===== src/rtl/clbh_pkg.sv =====
// Shared types and constants for the Cyrillic letter bigram histogram unit.
`default_nettype none
package clbh_pkg;

    localparam int SYM_COUNT   = 33;
    localparam int LET_COUNT   = 32;
    localparam int PAIR_DEPTH  = SYM_COUNT * SYM_COUNT;
    localparam int LPAIR_DEPTH = LET_COUNT * LET_COUNT;
    localparam int IDX_BITS    = 11;
    localparam int LIDX_BITS   = 10;

    localparam logic [5:0] SPACE_SYM = 6'd32;

    localparam logic [2:0] TBL_SYMBOL = 3'd0;
    localparam logic [2:0] TBL_PAIR_OV = 3'd1;
    localparam logic [2:0] TBL_PAIR_EV = 3'd2;
    localparam logic [2:0] TBL_LPAIR_OV = 3'd3;
    localparam logic [2:0] TBL_LPAIR_EV = 3'd4;
    localparam logic [2:0] TBL_LENGTH = 3'd5;

    localparam logic CMD_FEED = 1'b0;
    localparam logic CMD_READ = 1'b1;

    typedef struct packed {
        logic        command;
        logic [7:0]  char_code;
        logic [2:0]  table_select;
        logic [10:0] entry_index;
    } in_item_t;

    typedef struct packed {
        logic [31:0] count_value;
        logic        saturated;
    } out_item_t;

    // One decoded operation handed from the front part to the back part.
    typedef struct packed {
        logic        is_read;
        logic [2:0]  table_select;
        logic [10:0] entry_index;
        logic        sym_valid;
        logic        is_space;
        logic [5:0]  sym;
        logic        pair_en;
        logic        pair_even;
        logic [10:0] pair_idx;
        logic        lpair_en;
        logic        lpair_even;
        logic [9:0]  lpair_idx;
        logic        len_with;
        logic        len_without;
    } op_t;

endpackage
`default_nettype wire


===== src/rtl/clbh_queue.sv =====
// Short queue that decouples the front part from the back part.
`default_nettype none
module clbh_queue (
    input  wire            clk,
    input  wire            rst_n,
    input  wire            wr_valid,
    input  clbh_pkg::op_t  wr_op,
    output logic           wr_ready,
    output logic           rd_valid,
    output clbh_pkg::op_t  rd_op,
    input  wire            rd_ready
);
    import clbh_pkg::*;

    op_t        slot_reg [2];
    logic       wptr_reg, rptr_reg;
    logic [1:0] cnt_reg;
    logic       do_wr, do_rd;

    assign wr_ready = cnt_reg != 2'd2;
    assign rd_valid = cnt_reg != 2'd0;
    assign rd_op = slot_reg[rptr_reg];
    assign do_wr = wr_valid && wr_ready;
    assign do_rd = rd_valid && rd_ready;

    always_ff @(posedge clk)
    begin
        if (do_wr)
            slot_reg[wptr_reg] <= wr_op;
    end

    always_ff @(posedge clk or negedge rst_n)
    begin
        if (!rst_n)
        begin
            wptr_reg <= 1'b0;
            rptr_reg <= 1'b0;
            cnt_reg <= '0;
        end
        else
        begin
            if (do_wr)
                wptr_reg <= !wptr_reg;
            if (do_rd)
                rptr_reg <= !rptr_reg;
            cnt_reg <= cnt_reg + 2'(do_wr) - 2'(do_rd);
        end
    end
endmodule
`default_nettype wire


===== config.mk =====
export PLATFORM = sky130hd
export DESIGN_NAME = clbh_queue
export DESIGN_NICKNAME = d
export VERILOG_FILES = /design/src/rtl/clbh_pkg.sv /design/src/rtl/clbh_queue.sv
export SDC_FILE = /design/constraint.sdc
export NUM_CORES = 1
export LEC_CHECK = 0
export BUFFER_PORTS_ARGS = -buffer_cell sky130_fd_sc_hd__buf_2
export CAP_MARGIN = 20
export CORE_ASPECT_RATIO = 1.5
export CORE_MARGIN = 8
export CORE_UTILIZATION = 51
export CTS_CLUSTER_DIAMETER = 80
export DETAILED_ROUTE_END_ITERATION = 8
export GPL_TIMING_DRIVEN = 0
export PLACE_DENSITY = 0.89
export SYNTH_ARGS = -nofsm -noshare
export SYNTH_HDL_FRONTEND = slang
export SYNTH_SLANG_ARGS = --single-unit
export TNS_END_PERCENT = 50

===== constraint.sdc =====
create_clock -name clk -period 4.4 [get_ports clk]
set_clock_uncertainty 0.1 [all_clocks]
set_input_delay 0.44 -clock clk [delete_from_list [all_inputs] [get_ports clk]]
set_output_delay 0.44 -clock clk [all_outputs]
set_load 0.02 [all_outputs]

==> results_dict.tcl, run 1 <==
set metrics [dict create \
    post-route-drc-count 0 \
    floorplan.initialDensity 0.5263 \
    yosysSeqAreaShare 0.8105 \
    number_of_nets_at_the_end_of_the_flow 352 \
    synth_adder_area_share 0.003268 \
    critPathCaptureType "output pin" \
    largest_stage_delay_worst_path_ps 370 \
    grt.total_usage 0.1356 \
    synth_mux_area_frac 0.1471 \
    route.final.wire_length_um 6927 \
    detail-route-antenna-nets 0 \
    total_negative_slack_ps 0 \
    maximum_number_of_pins_on_one_net_before_global_route_repair 29 \
    detail_route.wl_per_cell_um 17.23 \
    dieWidth_um 86.75 \
    antenna-diode-count 0 \
    port_buffers 105 \
    synth_common_cells "edfxtp_1, mux2_2, buf_2" \
    timing.hold.worst_path_depth 1 \
    synth_top_area_frac 0.7843 \
    p_total_mw 3.118 \
    synth_warnings 0 \
    die_y_um 122.1 \
    number_of_synthesized_flops_with_an_enable_pin 100 \
    synth.most_common_cell "edfxtp_1" \
    cts_num_sinks 104 \
    wire_length_of_the_first_global_routing_pass_um 10610 \
    standard_cell_area_after_detailed_placement_um2 4527 \
    syn_to_final_growth_pct 23.69 \
    clock.fmax_ghz 0.4335 \
    via_count 1976 \
    holdCritPathClass "in -> reg" \
    largest_register_ff_count 100 \
    drive_gt1_frac 0.6026 \
    fp-row-count 38 \
    status "finished, final reports clean" \
    setup_viol_count_final 0 \
    maxCapViolCount 0 \
    clkTransAtPathRegs_ps 90 \
    cts.htree.levels 3 \
    largest_buffer_count_on_any_clock_path 2 \
    crit_path_max_fanout 10 \
    cp_data_required_time_ps 3860 \
    ir_worst_vdd_uv 388.3 \
    max_slew.worst_pin.slew_ps 771.9 \
    yosysTopAreaCell "edfxtp_1" \
    p_leak_nw 1.786 \
    synth-compound-area-share 0.007843 \
    max_slew_margin 0.4842 \
    maxSlewViolCount 0 \
    synth_top_flop_cell "edfxtp_1" \
    r2r.worst_path.cells 4 \
    finalHoldViolCount 0 \
    syn_avg_cell_area_um2 21.51 \
    synth_cells 178 \
    synth_xor_area_frac 0.006863 \
    fp.dieArea_um2 10590 \
    layout_worst_path_cycle_share 0.5243 \
    combinational_family_with_the_most_area_after_synthesis "multiplexers" \
    place_congestion 0.6657 \
    grt_setup_unrepaired "no" \
    viasPerCell 4.915 \
    clk_root_buffer_cell "clkbuf_8" \
    synth_cell_types 18 \
    first_global_vias 2124 \
    post_synthesis_async_set_or_reset_flop_share 0.03846 \
    cts_tree "built" \
    synthesis.area_um2 3829 \
    floorplan.core_area_um2 7274 \
    synthSimpleGateAreaFrac 0.01699 \
    boundaryPins 106 \
    cp.arrival_ps 1770 \
    clock_latency_ps 340 \
    number_of_antenna_violations_at_the_first_check_in_global_routing 0 \
    timing.setup.critical_path_class "reg -> out" \
    crit_path_cell_trace "clkbuf_1 -> buf_2 -> mux2_2 -> buf_2" \
    count_of_state_elements_after_synthesis 104 \
    synth_nets 233 \
    power.density_cell_area_nw_per_um2 658.3 \
    critical_path.startpoint_type "flop" \
    drt_first_pass_iters 4 \
    worst_path_max_delay_cell "mux2_2" \
    initialDrtViolationCount 94 \
    cell_types_with_the_largest_area_share_after_synthesis "edfxtp_1, mux2_2, dfrtp_1" \
    critical-path-top-cell-by-count "buf_2" \
    stdcell_area_um2 4736 \
    overflow 0 \
    dp.final_hpwl_um 5064 \
    cts_buffers 9 \
    postCtsResizedCells 0 \
    period_minus_slack_ps 2307 \
]
[worst max-delay path, delay by kind of cell (launching register included)]
family	cells	cell delay (ps)
flops	1	330
buf+inv	3	730
mux	1	370
[where the power goes]
part	switching, mW	internal [mW]	total, mW
clock	0.280	0.293	0.573
combinational	0.674	0.456	1.13
sequential	0.0616	1.35	1.41
total	1.02	2.10	3.12
[final timing paths]
check / endpoint / start / slack [ps]
worst max-delay path: rd_op[35] / rptr_reg / 2090
worst min-delay path: slot_reg[1][3] / wr_op[3] / 180
worst max register to register: slot_reg[0][1] / cnt_reg[0] / 2360
worst min register to register: wptr_reg / wptr_reg / 470
max in group asynchronous: wptr_reg / rst_n / 3760
min in group asynchronous: cnt_reg[0] / rst_n / 320
[cell type report]
type                       count  area, µm²
sequential                   104       3103
fill                         524       2539
tap                          100      125.1
clock inverter                 3      40.04
multi-input combinational     68      704.4
timing repair buffer         108      575.6
buffer                         6      28.78
clock buffer                  13      158.9
[metrics by stage]
stage | hold WS, ps | setup slack [ps] | instances | utilization
after CTS | 157.2 | 2035 | 402 | 0.6510
after detailed placement | 153.6 | 2343 | 385 | 0.6223
after global routing | 153.1 | 1955 | 402 | 0.6510
after global placement | 148.5 | 8.261 | 383 | 0.6158
final | 177.0 | 2093 | 402 | 0.6510
after floorplan | 44.41 | 938.7 | 178 | -
[cell families (layout without fill, tap and decap cells)]
| family | Yosys count | count (layout) |
|---|---|---|
| AOI/OAI and AO/OA | 3 | 3 |
| xor gates and xnor gates | 3 | 3 |
| adders and majority gates | 1 | 1 |
| buffers and inverters | 6 | 130 |
| DFF | 104 | 104 |
| muxes | 50 | 50 |
| and+or+nand+nor | 11 | 11 |
[timing repair]
action / 4_1_cts / 5_1_grt
hold buffers: 1 / 0
buffers inserted: 0 / 0
endpoints found under the hold margin: 4 / 0
[layout by cell type, fill, tap and decap left out, drive strengths merged, types with 2 or more instances in the layout]
cell,synthesis,final
nor2,3,3
mux2,50,50
xnor2,3,3
clkinv,0,2
clkbuf,1,14
nand2,2,2
edfxtp,100,100
dfrtp,4,4
buf,5,112
[layer usage]
layer  up-vias  routed length (µm)  GRT usage
li1        938                   -          -
met1       971                2470     0.1371
met2        55                3925     0.2460
met3        12                 371    0.03102
met4         0                 159    0.08117
met5         -                   0          0
No activity file was read; power rests on OpenSTA's default activity.
==> run 2, diff against run 1 <==
--- a/config.mk
+++ b/config.mk
@@ -5,15 +5,16 @@
 export SDC_FILE = /design/constraint.sdc
 export NUM_CORES = 1
 export LEC_CHECK = 0
+export ABC_AREA = 1
 export BUFFER_PORTS_ARGS = -buffer_cell sky130_fd_sc_hd__buf_2
 export CAP_MARGIN = 20
 export CORE_ASPECT_RATIO = 1.5
 export CORE_MARGIN = 8
-export CORE_UTILIZATION = 51
+export CORE_UTILIZATION = 52
 export CTS_CLUSTER_DIAMETER = 80
 export DETAILED_ROUTE_END_ITERATION = 8
 export GPL_TIMING_DRIVEN = 0
-export PLACE_DENSITY = 0.89
+export PLACE_DENSITY = 0.9
 export SYNTH_ARGS = -nofsm -noshare
 export SYNTH_HDL_FRONTEND = slang
 export SYNTH_SLANG_ARGS = --single-unit
==> constraint.sdc (replaced) <==
create_clock -name clk -period 2.3 [get_ports clk]
set_clock_uncertainty 0.1 [all_clocks]
set_input_delay 0.23 -clock clk [delete_from_list [all_inputs] [get_ports clk]]
set_output_delay 0.23 -clock clk [all_outputs]
set_load 0.02 [all_outputs]
==> results_dict.tcl, run 2 <==
set metrics [dict create \
    combinational_family_with_the_most_area_after_synthesis "simple AND/OR/NAND/NOR gates" \
    clock.fmax_ghz 0.5230 \
    synth_top_area_frac 0.7651 \
    timing.hold.worst_path_depth 1 \
    final_common_cell "nand2_1" \
    floorplan.initialDensity 0.5257 \
    route.final.wire_length_um 9211 \
    grt_setup_unrepaired "no" \
    yosysSeqAreaShare 0.7906 \
    cp.arrival_ps 1840 \
    largest_register_ff_count 100 \
    detail-route-antenna-nets 0 \
    r2r_end "slot_reg[0][18]" \
    clkTransAtPathRegs_ps 60 \
    overflow 0 \
    power.density_cell_area_nw_per_um2 1253 \
    setup_viol_count_final 0 \
    max_slew_margin 0.5325 \
    largest_buffer_count_on_any_clock_path 2 \
    drive_gt1_frac 0.2989 \
    timing.setup.critical_path_class "reg -> reg" \
    period_minus_slack_ps 1912 \
    yosysTopAreaCell "edfxtp_1" \
    status "finished, final reports clean" \
    floorplan.core_area_um2 7466 \
    port_buffers 105 \
    fp-row-count 39 \
    via_count 2680 \
    stdcell_area_um2 5394 \
    critical_path.top_delay_family "simple AND/OR/NAND/NOR gates" \
    holdCritPathClass "in -> reg" \
    maxSlewViolCount 0 \
    critical_path.startpoint_type "flop" \
    clock_latency_ps 330 \
    synth_mux_area_frac 0 \
    initialDrtViolationCount 245 \
    cts_tree "built" \
    critPathCaptureType "flop" \
    dieWidth_um 86.94 \
    total_negative_slack_ps 0 \
    r2r_setup_slack_ps 390 \
    synth_common_cells "nand2_1, edfxtp_1, inv_1" \
    r2r.worst_path.cells 5 \
    cts_num_sinks 104 \
    cts_buffers 9 \
    synth_nets 348 \
    number_of_antenna_violations_at_the_first_check_in_global_routing 0 \
    post_synthesis_async_set_or_reset_flop_share 0.03846 \
    viasPerCell 4.727 \
    synth-compound-area-share 0.002550 \
    clk_root_buffer_cell "clkbuf_16" \
    maxCapViolCount 0 \
    die_y_um 122.4 \
    layout_common_cells "nand2_1, buf_2, edfxtp_1, dlygate4sd3_1, clkbuf_16" \
    number_of_nets_at_the_end_of_the_flow 516 \
    first_global_vias 2865 \
    post-route-drc-count 0 \
    syn_to_final_growth_pct 37.42 \
    timing.hold.worst_endpoint "slot_reg[1][49]" \
    maximum_number_of_pins_on_one_net_before_global_route_repair 34 \
    layout_worst_path_cycle_share 0.8313 \
    wire_length_of_the_first_global_routing_pass_um 14180 \
    worst_path_max_delay_cell "nor2_4" \
    p_leak_nw 2.350 \
    synth_adder_area_share 0.003188 \
    synth_warnings 0 \
    synth_top_flop_cell "edfxtp_1" \
    synth_cell_types 17 \
    number_of_synthesized_flops_with_an_enable_pin 100 \
    max_slew.worst_pin.slew_ps 699.6 \
    synth_xor_area_frac 0.002231 \
    cts.htree.levels 3 \
    syn_avg_cell_area_um2 13.40 \
    standard_cell_area_after_detailed_placement_um2 4631 \
    cp_data_required_time_ps 2230 \
    rr_startpoint "cnt_reg[0]" \
    count_of_state_elements_after_synthesis 104 \
    synthSimpleGateAreaFrac 0.1645 \
    synthesis.area_um2 3925 \
    boundaryPins 106 \
    grt.total_usage 0.1794 \
    drt_first_pass_iters 4 \
    worstHoldStart "wr_op[49]" \
    critical_path.n_buffers_inverters 2 \
    finalHoldViolCount 0 \
    postCtsResizedCells 0 \
    detail_route.wl_per_cell_um 16.25 \
    dp.final_hpwl_um 5696 \
    place_congestion 0.7211 \
    cell_types_with_the_largest_area_share_after_synthesis "edfxtp_1, nand2_1, dfrtp_1" \
    synth.most_common_cell "nand2_1" \
    largest_stage_delay_worst_path_ps 540 \
    fp.dieArea_um2 10640 \
    ir_worst_vdd_uv 868.8 \
    crit_path_max_fanout 29 \
    antenna-diode-count 0 \
    crit_path_cell_trace "inv_1 -> nand2_2 -> nand2_4 -> nor2_4 -> buf_12" \
    synth_cells 293 \
]
[run 2: cell families (layout without fill, tap and decap cells)]
kind of cell    after synthesis  count (layout)
simple gates                166             166
xor+xnor                      1               1
flops                       104             104
fa+ha+maj                     1               1
buf+inv                      19             191
compound gates                2               2
[run 2: repair_timing]
item / 4_1_cts / 5_1_grt
endpoints found under the hold margin: 102 / 0
setup buffers: 0 / 0
hold buffers: 50 / 0
[run 2: worst max-delay path by stage]
stage                       to  cells after the start        from
2_1_floorplan   slot_reg[1][0]                      3  cnt_reg[1]
3_3_place_gp    slot_reg[1][4]                      3  cnt_reg[1]
3_5_place_dp   slot_reg[0][14]                      4  cnt_reg[1]
4_1_cts        slot_reg[0][10]                      4  cnt_reg[1]
5_1_grt        slot_reg[0][18]                      4  cnt_reg[1]
6_report       slot_reg[0][18]                      5  cnt_reg[0]
[run 2: metal layers]
layer / part of all wire / vias up / global-route usage
li1: - / 1311 / -
met1: 0.35 / 1270 / 0.1751
met2: 0.57 / 81 / 0.3389
met3: 0.055 / 18 / 0.04155
met4: 0.026 / 0 / 0.09307
met5: 0 / - / 0
[run 2: worst register-to-register path: cells and delay by family, from the launching register on]
| kind | cells | cell delay (ps) |
|---|---|---|
| flops | 1 | 400 |
| simple gates | 3 | 740 |
| buf+inv | 2 | 350 |
[run 2: final cells by class]
class	instances	area, µm²
Inverter	8	37.54
Timing Repair Buffer	157	1066
Buffer	11	107.6
Clock inverter	6	37.54
Tap cell	102	127.6
Clock buffer	9	225.2
Fill cell	469	2072
Multi-Input combinational cell	170	689.4
Sequential cell	104	3103
[run 2: per-stage QoR]
stage	std cells	worst slack, ps	power, mW	util	hold WS, ps
after floorplan	293	338.8	4.460	-	-165.6
after global placement	500	86.12	5.257	0.6149	-57.10
after detailed placement	502	384.8	5.390	0.6202	-56.49
after CTS	567	382.2	6.774	0.7225	3.872
after global routing	567	275.8	7.130	0.7225	4.410
final	567	388.0	6.761	0.7225	16.08
[run 2: where the power goes]
group / internal, mW / switching, mW / total [mW]
logic: 0.886 / 1.82 / 2.70
clock network: 0.721 / 0.619 / 1.34
registers: 2.59 / 0.131 / 2.72
