$ cat src/rtl/clbh_pkg.sv
// Shared types and constants for the Cyrillic letter bigram histogram unit.
`default_nettype none
package clbh_pkg;

    localparam int SYM_COUNT   = 33;
    localparam int LET_COUNT   = 32;
    localparam int PAIR_DEPTH  = SYM_COUNT * SYM_COUNT;
    localparam int LPAIR_DEPTH = LET_COUNT * LET_COUNT;
    localparam int IDX_BITS    = 11;
    localparam int LIDX_BITS   = 10;

    localparam logic [5:0] SPACE_SYM = 6'd32;

    localparam logic [2:0] TBL_SYMBOL = 3'd0;
    localparam logic [2:0] TBL_PAIR_OV = 3'd1;
    localparam logic [2:0] TBL_PAIR_EV = 3'd2;
    localparam logic [2:0] TBL_LPAIR_OV = 3'd3;
    localparam logic [2:0] TBL_LPAIR_EV = 3'd4;
    localparam logic [2:0] TBL_LENGTH = 3'd5;

    localparam logic CMD_FEED = 1'b0;
    localparam logic CMD_READ = 1'b1;

    typedef struct packed {
        logic        command;
        logic [7:0]  char_code;
        logic [2:0]  table_select;
        logic [10:0] entry_index;
    } in_item_t;

    typedef struct packed {
        logic [31:0] count_value;
        logic        saturated;
    } out_item_t;

    // One decoded operation handed from the front part to the back part.
    typedef struct packed {
        logic        is_read;
        logic [2:0]  table_select;
        logic [10:0] entry_index;
        logic        sym_valid;
        logic        is_space;
        logic [5:0]  sym;
        logic        pair_en;
        logic        pair_even;
        logic [10:0] pair_idx;
        logic        lpair_en;
        logic        lpair_even;
        logic [9:0]  lpair_idx;
        logic        len_with;
        logic        len_without;
    } op_t;

endpackage
`default_nettype wire

$ cat src/rtl/clbh_front.sv
// Front part: normalizes text bytes, tracks stream state, builds counter updates.
`default_nettype none
module clbh_front (
    input  wire               clk,
    input  wire               rst_n,
    input  wire               in_valid,
    input  clbh_pkg::in_item_t in_item,
    output logic              op_valid,
    output clbh_pkg::op_t     op,
    input  wire               op_take
);
    import clbh_pkg::*;

    logic       last_space_reg, last_space_next;
    logic [4:0] prev_full_reg, prev_full_next;
    logic       prev_full_v_reg, prev_full_v_next;
    logic       full_odd_reg, full_odd_next;
    logic [4:0] prev_let_reg, prev_let_next;
    logic       prev_let_v_reg, prev_let_v_next;
    logic       let_odd_reg, let_odd_next;

    // A space maps to symbol 32, which does not fit 5 bits; keep a flag.
    logic prev_was_sp_reg, prev_was_sp_next;

    logic [7:0] raw;
    logic [7:0] folded;
    logic       to_space;
    logic       kept;
    logic       is_let;
    logic [4:0] let_sym;

    logic [10:0] pair_base;
    assign pair_base = prev_was_sp_reg ? 11'd1056 : 11'({6'd0, prev_full_reg} * 11'd33);

    always_comb
    begin
        raw = in_item.char_code;
        to_space = (raw >= 8'h30 && raw <= 8'h39) || raw == 8'h2E || raw == 8'h2C ||
                   raw == 8'h96 || raw == 8'h3F || raw == 8'h21 || raw == 8'h29 ||
                   raw == 8'h28 || raw == 8'h2D || raw == 8'h22 || raw == 8'h3A ||
                   raw == 8'h20;
        if (raw >= 8'hC0 && raw <= 8'hDF)
            folded = raw + 8'h20;
        else if (raw == 8'hA8 || raw == 8'hB8)
            folded = 8'hE5;
        else
            folded = raw;
        is_let = !to_space && folded >= 8'hE0;
        let_sym = folded[4:0];
        kept = raw != 8'h0A && !(to_space && last_space_reg);

        op = '0;
        op.is_read = in_item.command == CMD_READ;
        op.table_select = in_item.table_select;
        op.entry_index = in_item.entry_index;

        last_space_next = last_space_reg;
        prev_full_next = prev_full_reg;
        prev_full_v_next = prev_full_v_reg;
        full_odd_next = full_odd_reg;
        prev_let_next = prev_let_reg;
        prev_let_v_next = prev_let_v_reg;
        let_odd_next = let_odd_reg;

        if (!op.is_read && kept)
        begin
            op.sym_valid = to_space || is_let;
            op.is_space = to_space;
            op.sym = to_space ? SPACE_SYM : {1'b0, let_sym};
            op.pair_en = op.sym_valid && prev_full_v_reg;
            op.pair_even = full_odd_reg;
            op.pair_idx = pair_base + {5'd0, op.sym};
            op.len_with = 1'b1;
            prev_full_v_next = op.sym_valid;
            prev_full_next = to_space ? 5'd0 : (is_let ? let_sym : 5'd0);
            full_odd_next = !full_odd_reg;
            last_space_next = to_space;
            if (!to_space)
            begin
                op.lpair_en = is_let && prev_let_v_reg;
                op.lpair_even = let_odd_reg;
                op.lpair_idx = {prev_let_reg, let_sym};
                op.len_without = 1'b1;
                prev_let_v_next = is_let;
                prev_let_next = is_let ? let_sym : 5'd0;
                let_odd_next = !let_odd_reg;
            end
        end
    end

    always_comb
    begin
        prev_was_sp_next = prev_was_sp_reg;
        if (!op.is_read && kept)
            prev_was_sp_next = to_space;
    end

    always_comb
    begin
        op_valid = in_valid;
    end

    always_ff @(posedge clk or negedge rst_n)
    begin
        if (!rst_n)
        begin
            last_space_reg <= 1'b0;
            prev_full_reg <= '0;
            prev_full_v_reg <= 1'b0;
            full_odd_reg <= 1'b0;
            prev_let_reg <= '0;
            prev_let_v_reg <= 1'b0;
            let_odd_reg <= 1'b0;
            prev_was_sp_reg <= 1'b0;
        end
        else if (in_valid && op_take)
        begin
            last_space_reg <= last_space_next;
            prev_full_reg <= prev_full_next;
            prev_full_v_reg <= prev_full_v_next;
            full_odd_reg <= full_odd_next;
            prev_let_reg <= prev_let_next;
            prev_let_v_reg <= prev_let_v_next;
            let_odd_reg <= let_odd_next;
            prev_was_sp_reg <= prev_was_sp_next;
        end
    end
endmodule
`default_nettype wire

$ cat config.mk
export PLATFORM = sky130hd
export DESIGN_NAME = clbh_front
export DESIGN_NICKNAME = d
export VERILOG_FILES = /design/src/rtl/clbh_pkg.sv /design/src/rtl/clbh_front.sv
export SDC_FILE = /design/constraint.sdc
export NUM_CORES = 1
export LEC_CHECK = 0
export BUFFER_PORTS_ARGS = -buffer_cell sky130_fd_sc_hd__buf_4
export CORE_MARGIN = 2
export CORE_UTILIZATION = 49
export DETAILED_ROUTE_END_ITERATION = 12
export PLACE_DENSITY = 0.83
export SLEW_MARGIN = 20
export SYNTH_ARGS = -nofsm -noshare
export SYNTH_HDL_FRONTEND = slang
export SYNTH_SLANG_ARGS = --single-unit
export TNS_END_PERCENT = 10
$ cat constraint.sdc
create_clock -name clk -period 8.5 [get_ports clk]
set_input_delay 0.85 -clock clk [delete_from_list [all_inputs] [get_ports clk]]
set_output_delay 0.85 -clock clk [all_outputs]
set_load 0.02 [all_outputs]
==> results of run 1 <==
==> through the flow <==
step	area, um^2	utilization, %	worst slack (ps)	total power, mW
6_report	1950	58.5	3590	0.262
5_1_grt	1950	58.5	3410	0.279
4_1_cts	1950	58.5	3650	0.261
3_5_place_dp	1920	57.7	3650	0.220
3_3_place_gp	1920	57.7	3760	0.219
2_1_floorplan	1710	-	3960	0.190
==> critical path: cells and delay by family <==
kind / cells / cell delay, ps
AOI/OAI and AO/OA: 5 / 1040
adders and majority gates: 2 / 570
buffers and inverters: 4 / 570
muxes: 1 / 230
and+or+nand+nor: 4 / 790
==> kinds of logic (layout without fill, tap and decap cells) <==
kind of cell             count (synthesis)  count (layout)  synth area share, %
AO/OA/AOI/OAI                           61              61                 27.5
XOR/XNOR                                 2               2                 1.02
adder cells (fa/ha/maj)                  8               8                 6.28
buffers and inverters                   39              62                 14.5
flip-flops                              15              15                 21.9
multiplexers                             4               4                 2.41
AND/OR/NAND/NOR                         83              83                 26.4
==> final timing paths <==
path / start / endpoint
max in group asynchronous: rst_n / prev_let_reg[4]
worst min register to register: let_odd_reg / let_odd_reg
min in group clk: let_odd_reg / let_odd_reg
worst max register to register: last_space_reg / prev_full_reg[1]
worst max-delay path: in_item[17] / op[22]
worst min-delay path: rst_n / full_odd_reg
==> cell type report <==
class | count | area [um^2]
Fill cell | 316 | 1390
Multi-Input combinational cell | 158 | 1090
Sequential cell | 15 | 375
Timing Repair Buffer | 49 | 368
Tap cell | 46 | 57.6
Inverter | 9 | 33.8
Clock buffer | 3 | 22.5
Clock inverter | 1 | 5.00
==> cells in the final DEF, fill, tap and decap left out, drive strengths merged, types with 2 or more instances in the layout <==
master and count:
o21a 4, nor4 3, o31ai 2, nand3b 2, nand2b 3, or4 2
nor2b 11, o211ai 3, buf 49, o2111ai 2, a211oi 3, nor2 20
a22oi 4, mux2i 3, nor3 4, a2111oi 2, a21oi 6, a31o 2
and2b 2, o21ai 14, a22o 3, o2bb2ai 2, a21o 2, a211o 2
nand3 4, dfrtp 15, nand2 16, or3 3, inv 9, and3 7
ha 7, clkbuf 3
==> report_power, final <==
part / total (mW) / leakage, nW / switching, mW / internal, mW
Clock: 0.0409 / 0.0177 / 0.0235 / 0.0175
Sequential: 0.0978 / 0.196 / 0.0139 / 0.0839
Combinational: 0.123 / 0.741 / 0.0696 / 0.0532
Total: 0.262 / 0.954 / 0.107 / 0.155
==> routing by layer <==
metal	part of all wire (%)	GRT usage, %	up-vias	wire length [um]
met3	5.2	2.14	8	218
met1	44	25.4	771	1840
met4	1.8	9.17	0	74
met2	49	35.0	60	2050
li1	-	-	800	-
met5	0	0	-	0
==> results.sh, run 1 <==
export IMPL_drt_total_wl_mm=4.18
export IMPL_gp_congestion=0.952
export IMPL_final_period_utilization_pct=57.8
export IMPL_clockBufferDepth=2
export IMPL_cts_repair_resized=0
export IMPL_antenna_found_initial=0
export IMPL_tightest_slew_ps=805
export IMPL_final_cells=281
export IMPL_hp_class="in2async"
export IMPL_dieArea_um2=3990
export IMPL_rows=21
export IMPL_finalHoldViolCount=0
export IMPL_synth_top_cell_area_share_pct=21.9
export IMPL_drv_slew=0
export IMPL_final_nets=271
export IMPL_async_flop_share_pct=100
export IMPL_synth_edf_count=0
export IMPL_syn_area_per_cell_um2=8.09
export IMPL_cp_max_fo=14
export IMPL_synth_distinct_cells=61
export IMPL_ys_ff_latch=15
export IMPL_dp_cells=277
export IMPL_htree_num_levels=1
export IMPL_critical_path_startpoint_type="input pin"
export IMPL_setup_tns_ps=0
export IMPL_ctsHoldBuffers=0
export IMPL_crit_path_cell_trace="buf_4 -> a21bo_1 -> a211o_1 -> and2_4 -> nor2_4 -> inv_1 -> nor2_1 -> ha_1 -> inv_1 -> fa_1 -> nor2b_1 -> o31a_1 -> o21a_1 -> o211a_1 -> mux2i_1 -> buf_4"
export IMPL_r2r_setup_slack_ps=7200
export IMPL_cap_violations=0
export IMPL_yosysTopAreaCell="dfrtp_1"
export IMPL_initial_utilization_pct=51.4
export IMPL_r2r_cells=2
export IMPL_required_ps=7650
export IMPL_io_pins=78
export IMPL_ant_nets=0
export IMPL_grt_pass1_wl_mm=6.65
export IMPL_synth_most_common_cell="buf_4"
export IMPL_ys_top_cells_by_count="22 x buf_4, 19 x nor2_1, 15 x dfrtp_1, 15 x nand2_1, 14 x o21ai_0"
export IMPL_skew_ps=4.17
export IMPL_power_leakage_nw=0.954
export IMPL_track_usage_pct=20.3
export IMPL_postSynthCellCount=212
export IMPL_critPathSlowestCell="fa_1"
export IMPL_syn_area_um2=1710
export IMPL_max_freq_mhz=204
export IMPL_maxSlewHeadroom_pct=46.1
export IMPL_drtIter0Drc=64
export IMPL_firstDrtPassIters=4
export IMPL_yosysSeqAreaShare_pct=21.9
export IMPL_vias=1639
export IMPL_area_growth_pct=13.9
export IMPL_cts_setup_buffers=0
export IMPL_insertion_delay_ps=280
export IMPL_endpoint_kind="output port"
export IMPL_vias_per_cell=5.83
export IMPL_cts_clk_slew_worst_paths_ps=90
export IMPL_critPathMaxStageDelay_ps=380
export IMPL_diodes=0
export IMPL_grt_start_max_net_pins=19
export IMPL_fin_hold_ws_ps=398
export IMPL_synth_nets=247
export IMPL_layout_drive_gt1_share_pct=27.2
export IMPL_setup_viol=0
export IMPL_p_per_area_nw_per_um2=134
export IMPL_ys_flop_type="dfrtp_1"
export IMPL_portBuffers=49
export IMPL_synth_warnings=0
export IMPL_finalCriticalPeriod_ps=4910
export IMPL_grt_setup_unrepaired="no"
export IMPL_clockRootBuffer="clkbuf_4"
export IMPL_die_y_um=63.1
export IMPL_arrival_ps=4060
export IMPL_place_hpwl_mm=3.22
export IMPL_drc=0
export IMPL_outcome="finished clean"
export IMPL_synth_area_leaders="dfrtp_1 22%, buf_4 9.6%, ha_1 5.1%, nor2_1 4.2%, o21ai_0 4.1%"
export IMPL_grt_overflow=0
export IMPL_wire_per_inst_um=14.9
export IMPL_cts_inserted_buffers=3
export IMPL_peakVddDrop_v=0.0000999
export IMPL_first_global_vias=1506
export IMPL_worstSetupPathType="in2out"
export IMPL_die_width_um=63.1
export IMPL_core_um2=3340
export IMPL_clock_sinks=15
export IMPL_cts_tree="yes"
Power figures use the tool's default switching activity.
==> inputs of run 2 (changes only) <==
--- a/config.mk
+++ b/config.mk
@@ -7,9 +7,9 @@
 export LEC_CHECK = 0
 export BUFFER_PORTS_ARGS = -buffer_cell sky130_fd_sc_hd__buf_4
 export CORE_MARGIN = 2
-export CORE_UTILIZATION = 49
+export CORE_UTILIZATION = 48
 export DETAILED_ROUTE_END_ITERATION = 12
-export PLACE_DENSITY = 0.83
+export PLACE_DENSITY = 0.82
 export SLEW_MARGIN = 20
 export SYNTH_ARGS = -nofsm -noshare
 export SYNTH_HDL_FRONTEND = slang
==> constraint.sdc (replaced) <==
create_clock -name clk -period 5.2 [get_ports clk]
set_input_delay 0.52 -clock clk [delete_from_list [all_inputs] [get_ports clk]]
set_output_delay 0.52 -clock clk [all_outputs]
set_load 0.02 [all_outputs]
==> run 2 against run 1 <==
- critical path depth unchanged
- combinational power up 63%
- worst setup slack worse by 2600 ps
- utilization down 0.94 points
- cell count unchanged
- wire length down 1.9%
- total power up 62%
- clock power up 60%
- register-to-register slack worse by 3300 ps
- hold slack worse by 320 ps
==> results.sh, run 2 (synthesis results as in run 1) <==
export IMPL_power_leakage_nw=0.952
export IMPL_utilization_pct=57.5
export IMPL_arrival_ps=3680
export IMPL_final_period_utilization_pct=80.8
export IMPL_fin_area_um2=1950
export IMPL_io_pins=78
export IMPL_cts_repair_resized=0
export IMPL_vias_per_cell=5.78
export IMPL_drv_slew=0
export IMPL_cts_tree="yes"
export IMPL_clock_sinks=15
export IMPL_dp_cells=277
export IMPL_wire_per_inst_um=14.6
export IMPL_rows=21
export IMPL_finalPower_uw=424
export IMPL_die_width_um=63.8
export IMPL_place_hpwl_mm=3.17
export IMPL_use_met2_pct=34.5
export IMPL_drc=0
export IMPL_met3_usage_pct=2.82
export IMPL_grt_busiest_layer="met2"
export IMPL_cts_clk_slew_worst_paths_ps=90
export IMPL_peakVddDrop_v=0.000130
export IMPL_dp_slack_ps=1020
export IMPL_final_nets=271
export IMPL_diodes=0
export IMPL_cp_max_fo=14
export IMPL_p_per_area_nw_per_um2=218
export IMPL_htree_num_levels=1
export IMPL_grt_start_max_net_pins=19
export IMPL_most_common_layout_cells="49 x buf_4, 19 x nor2_1, 15 x nand2_1, 15 x dfrtp_1, 14 x o21ai_0"
export IMPL_outcome="finished clean"
export IMPL_required_ps=4680
export IMPL_cts_setup_buffers=0
export IMPL_insertion_delay_ps=280
export IMPL_worstSetupPathType="in2out"
export IMPL_skew_ps=4.39
export IMPL_grt_overflow=0
export IMPL_tightest_slew_ps=796
export IMPL_critical_path_startpoint_type="input pin"
export IMPL_initial_utilization_pct=50.6
export IMPL_r2r_start="last_space_reg"
export IMPL_setup_viol=0
export IMPL_maxSlewHeadroom_pct=46.8
export IMPL_max_freq_mhz=238
export IMPL_area_growth_pct=13.8
export IMPL_r2r_cells=4
export IMPL_fin_hold_ws_ps=79.4
export IMPL_die_y_um=63.8
export IMPL_layout_drive_gt1_share_pct=26.8
export IMPL_firstDrtPassIters=4
export IMPL_ctsHoldBuffers=0
export IMPL_core_um2=3390
export IMPL_ant_nets=0
export IMPL_dieArea_um2=4070
export IMPL_finalCriticalPeriod_ps=4200
export IMPL_grt_pass1_wl_mm=6.82
export IMPL_clockRootBuffer="clkbuf_4"
export IMPL_gp_congestion=0.929
export IMPL_antenna_found_initial=0
export IMPL_drtIter0Drc=85
export IMPL_finalHoldViolCount=0
export IMPL_clockBufferDepth=2
export IMPL_setup_tns_ps=0
export IMPL_fin_ws_ps=997
export IMPL_vias=1624
export IMPL_cap_violations=0
export IMPL_drt_total_wl_mm=4.10
export IMPL_track_usage_pct=20.6
export IMPL_cts_inserted_buffers=3
export IMPL_nFillCells=326
export IMPL_r2r_setup_slack_ps=3930
export IMPL_hp_class="in2async"
export IMPL_post_dp_cell_area_um2=1920
export IMPL_first_global_vias=1502
export IMPL_grt_setup_unrepaired="no"
export IMPL_final_common_cell="buf_4"
export IMPL_endpoint_kind="output port"
export IMPL_use_met1_pct=27.1
export IMPL_portBuffers=49
export IMPL_reg2reg_to="full_odd_reg"
export IMPL_final_cells=281
run 2: changes by cell type in the layout (fill, tap and decap cells not counted), sizes merged:
cell    previous run  this run
clkinv             1         0
clkbuf             3         4
run 2: critical path: stages:
cell     delay, ps
buf_4          140
a21bo_1        180
a211o_1        310
and2_4         190
nor2_4         240
inv_1          200
nor2_1         140
ha_1           190
inv_1           60
fa_1           370
nor2b_1        190
o31a_1         170
o21a_1         170
o211a_1        180
mux2i_1        230
buf_4          170
run 2: how the worst max path moves through the flow:
stage | start | to | slack, ps | depth (start not counted)
after floorplan | in_item[17] | op[18] | 1320 | 13
after global placement | in_item[17] | op[22] | 1120 | 16
after detailed placement | in_item[17] | op[22] | 1020 | 16
after CTS | in_item[17] | op[22] | 1030 | 16
after global routing | in_item[16] | op[22] | 770 | 16
final | in_item[17] | op[22] | 1000 | 16
run 2: power by group:
| group | switching (mW) | internal [mW] | leakage, nW |
|---|---|---|---|
| combinational | 0.113 | 0.0870 | 0.741 |
| sequential | 0.0222 | 0.137 | 0.196 |
| clock | 0.0356 | 0.0297 | 0.0150 |
| total | 0.170 | 0.254 | 0.952 |
run 2: area by class of cell:
type,instances,area [um^2],share of cell area (%)
flip-flops and latches,15,375,19.2
well taps,46,57.6,2.95
inverters,9,33.8,1.73
clock buffers,4,26.3,1.35
repair buffers,49,368,18.9
multi-input cells,158,1090,55.9
run 2: routing by layer:
layer / vias up / share of wire, %
li1: 804 / -
met1: 767 / 44
met2: 51 / 50
met3: 2 / 5.2
met4: 0 / 0.93
met5: - / 0
==> inputs of run 3 (changes only) <==
--- a/config.mk
+++ b/config.mk
@@ -5,11 +5,12 @@
 export SDC_FILE = /design/constraint.sdc
 export NUM_CORES = 1
 export LEC_CHECK = 0
+export ABC_AREA = 1
 export BUFFER_PORTS_ARGS = -buffer_cell sky130_fd_sc_hd__buf_4
 export CORE_MARGIN = 2
-export CORE_UTILIZATION = 48
+export CORE_UTILIZATION = 43
 export DETAILED_ROUTE_END_ITERATION = 12
-export PLACE_DENSITY = 0.82
+export PLACE_DENSITY = 0.77
 export SLEW_MARGIN = 20
 export SYNTH_ARGS = -nofsm -noshare
 export SYNTH_HDL_FRONTEND = slang
==> constraint.sdc (replaced) <==
create_clock -name clk -period 3.8 [get_ports clk]
set_input_delay 0.38 -clock clk [delete_from_list [all_inputs] [get_ports clk]]
set_output_delay 0.38 -clock clk [all_outputs]
set_load 0.02 [all_outputs]
==> run 3 against run 2 <==
- synthesized cell count grew 24%
- critical path depth grew 3
- cell area grew 3.1%
- hold slack gained 400 ps
- synthesized area grew 0.95%
- non-clock buffer count grew 1
- worst setup slack lost 340 ps
- critical endpoint is now op[24]
- count of clock-buffer cells in the layout is the same
==> results.sh, run 3 <==
export IMPL_insertion_delay_ps=240
export IMPL_grt_overflow=0
export IMPL_dp_cells=338
export IMPL_ant_nets=0
export IMPL_cts_repair_resized=0
export IMPL_tightest_slew_ps=316
export IMPL_wire_per_inst_um=10.5
export IMPL_clockBufferDepth=2
export IMPL_rows=23
export IMPL_syn_area_per_cell_um2=6.58
export IMPL_vias=1588
export IMPL_peakVddDrop_v=0.000271
export IMPL_use_met1_pct=21.0
export IMPL_endpoint_kind="output port"
export IMPL_arrival_ps=2760
export IMPL_track_usage_pct=17.5
export IMPL_cts_clk_slew_worst_paths_ps=50
export IMPL_drv_slew=0
export IMPL_clockRootBuffer="clkbuf_8"
export IMPL_grt_busiest_layer="met2"
export IMPL_diodes=0
export IMPL_critical_path_startpoint_type="input pin"
export IMPL_synth_most_common_cell="nand2_1"
export IMPL_async_flop_share_pct=100
export IMPL_met3_usage_pct=3.67
export IMPL_required_ps=3420
export IMPL_nFillCells=389
export IMPL_max_freq_mhz=318
export IMPL_postSynthCellCount=263
export IMPL_synth_top_cell_area_share_pct=21.7
export IMPL_grt_pass1_wl_mm=6.27
export IMPL_drc=0
export IMPL_cts_inserted_buffers=3
export IMPL_area_growth_pct=16.2
export IMPL_drtIter0Drc=50
export IMPL_die_y_um=67.4
export IMPL_gp_congestion=0.907
export IMPL_syn_area_um2=1730
export IMPL_worstSetupPathType="in2out"
export IMPL_use_met2_pct=32.7
export IMPL_cts_tree="yes"
export IMPL_setup_viol=0
export IMPL_synth_nets=298
export IMPL_synth_warnings=0
export IMPL_cp_max_fo=7
export IMPL_portBuffers=49
export IMPL_final_nets=329
export IMPL_outcome="finished clean"
export IMPL_antenna_found_initial=0
export IMPL_layout_drive_gt1_share_pct=29.4
export IMPL_clock_sinks=15
export IMPL_synth_area_leaders="dfrtp_1 22%, nand2_1 15%, buf_4 9.5%, inv_1 9.3%, nor2_1 7.8%"
export IMPL_drt_total_wl_mm=3.60
export IMPL_io_pins=78
export IMPL_dieArea_um2=4550
export IMPL_finalCriticalPeriod_ps=3140
export IMPL_setup_tns_ps=0
export IMPL_final_period_utilization_pct=82.7
export IMPL_maxSlewHeadroom_pct=78.7
export IMPL_firstDrtPassIters=4
export IMPL_final_common_cell="nand2_1"
export IMPL_core_um2=3940
export IMPL_ys_flop_type="dfrtp_1"
export IMPL_power_leakage_nw=1.21
export IMPL_synth_edf_count=0
export IMPL_finalHoldViolCount=0
export IMPL_p_per_area_nw_per_um2=291
export IMPL_synth_distinct_cells=27
export IMPL_cap_violations=0
export IMPL_hp_class="reg2reg"
export IMPL_ys_ff_latch=15
export IMPL_yosysTopAreaCell="dfrtp_1"
export IMPL_place_hpwl_mm=3.02
export IMPL_grt_start_max_net_pins=16
export IMPL_htree_num_levels=1
export IMPL_first_global_vias=1509
export IMPL_most_common_layout_cells="70 x nand2_1, 49 x buf_4, 43 x inv_1, 36 x nor2_1, 15 x dfrtp_1"
export IMPL_final_cells=343
export IMPL_yosysSeqAreaShare_pct=21.7
export IMPL_grt_setup_unrepaired="no"
export IMPL_ys_top_cells_by_count="70 x nand2_1, 43 x inv_1, 36 x nor2_1"
export IMPL_skew_ps=0.336
export IMPL_vias_per_cell=4.63
export IMPL_die_width_um=67.4
export IMPL_initial_utilization_pct=43.9
[run 3: metal layers]
| metal | share of wire (%) | vias to the layer above |
|---|---|---|
| li1 | - | 827 |
| met1 | 45 | 713 |
| met2 | 49 | 43 |
| met3 | 5.7 | 5 |
| met4 | 0.58 | 0 |
| met5 | 0 | - |
[run 3: cell families (layout without fill, tap and decap cells)]
kind of cell	after synthesis	count (layout)	synth area share [%]
simple gates	147	147	41.4
buf+inv	71	101	22.3
flops	15	15	21.7
compound gates	18	18	6.36
fa+ha+maj	8	8	6.22
xor+xnor	4	4	2.02
[run 3: layout make-up]
class	count	area, um^2	area share (%)
clock buffer	4	45.0	2.24
inverter	47	181	9.02
multi-input combinational	177	968	48.2
sequential	15	375	18.7
tap	50	62.6	3.11
timing repair buffer	50	378	18.8
[run 3: worst max-delay path: stages]
cell	delay, ps
buf_4	130
inv_1	80
nor2_2	40
nand2_1	70
nand3_1	60
nand3_1	130
nand2_1	190
nor2_1	140
ha_1	170
inv_1	50
fa_1	390
o21ai_0	190
nand2_1	90
nand2_1	80
nand2_1	40
o21ai_0	130
a21oi_1	160
nor2_4	90
buf_4	140
[run 3: final timing paths]
check                                     from               end  slack [ps]  cells after the start
min in group asynchronous                rst_n   prev_let_reg[0]         520                      2
worst max register to register  last_space_reg  prev_full_reg[1]        2580                      6
max in group asynchronous                rst_n   prev_let_reg[1]        3110                      2
worst max-delay path               in_item[17]            op[24]         660                     19
worst min-delay path              full_odd_reg      full_odd_reg         480                      2
worst min register to register    full_odd_reg      full_odd_reg         480                      2
[run 3: what timing repair did]
| item | CTS | global route |
|---|---|---|
| endpoints found under the hold margin | 15 | 0 |
| hold buffers | 1 | 0 |
| setup buffers | 0 | 0 |
[run 3: through the flow]
stage	setup slack, ps	hold WS, ps	cell area (um^2)	util [%]	total power [mW]
2_1_floorplan	982	84.4	1730	-	0.405
3_3_place_gp	722	242	1960	49.6	0.460
3_5_place_dp	641	242	1960	49.6	0.464
4_1_cts	654	479	2010	51.0	0.594
5_1_grt	337	486	2010	51.0	0.629
6_report	657	477	2010	51.0	0.585
[run 3: report_power, final]
part | internal, mW | switching [mW]
Combinational | 0.104 | 0.166
Sequential | 0.179 | 0.00998
Clock | 0.0742 | 0.0505
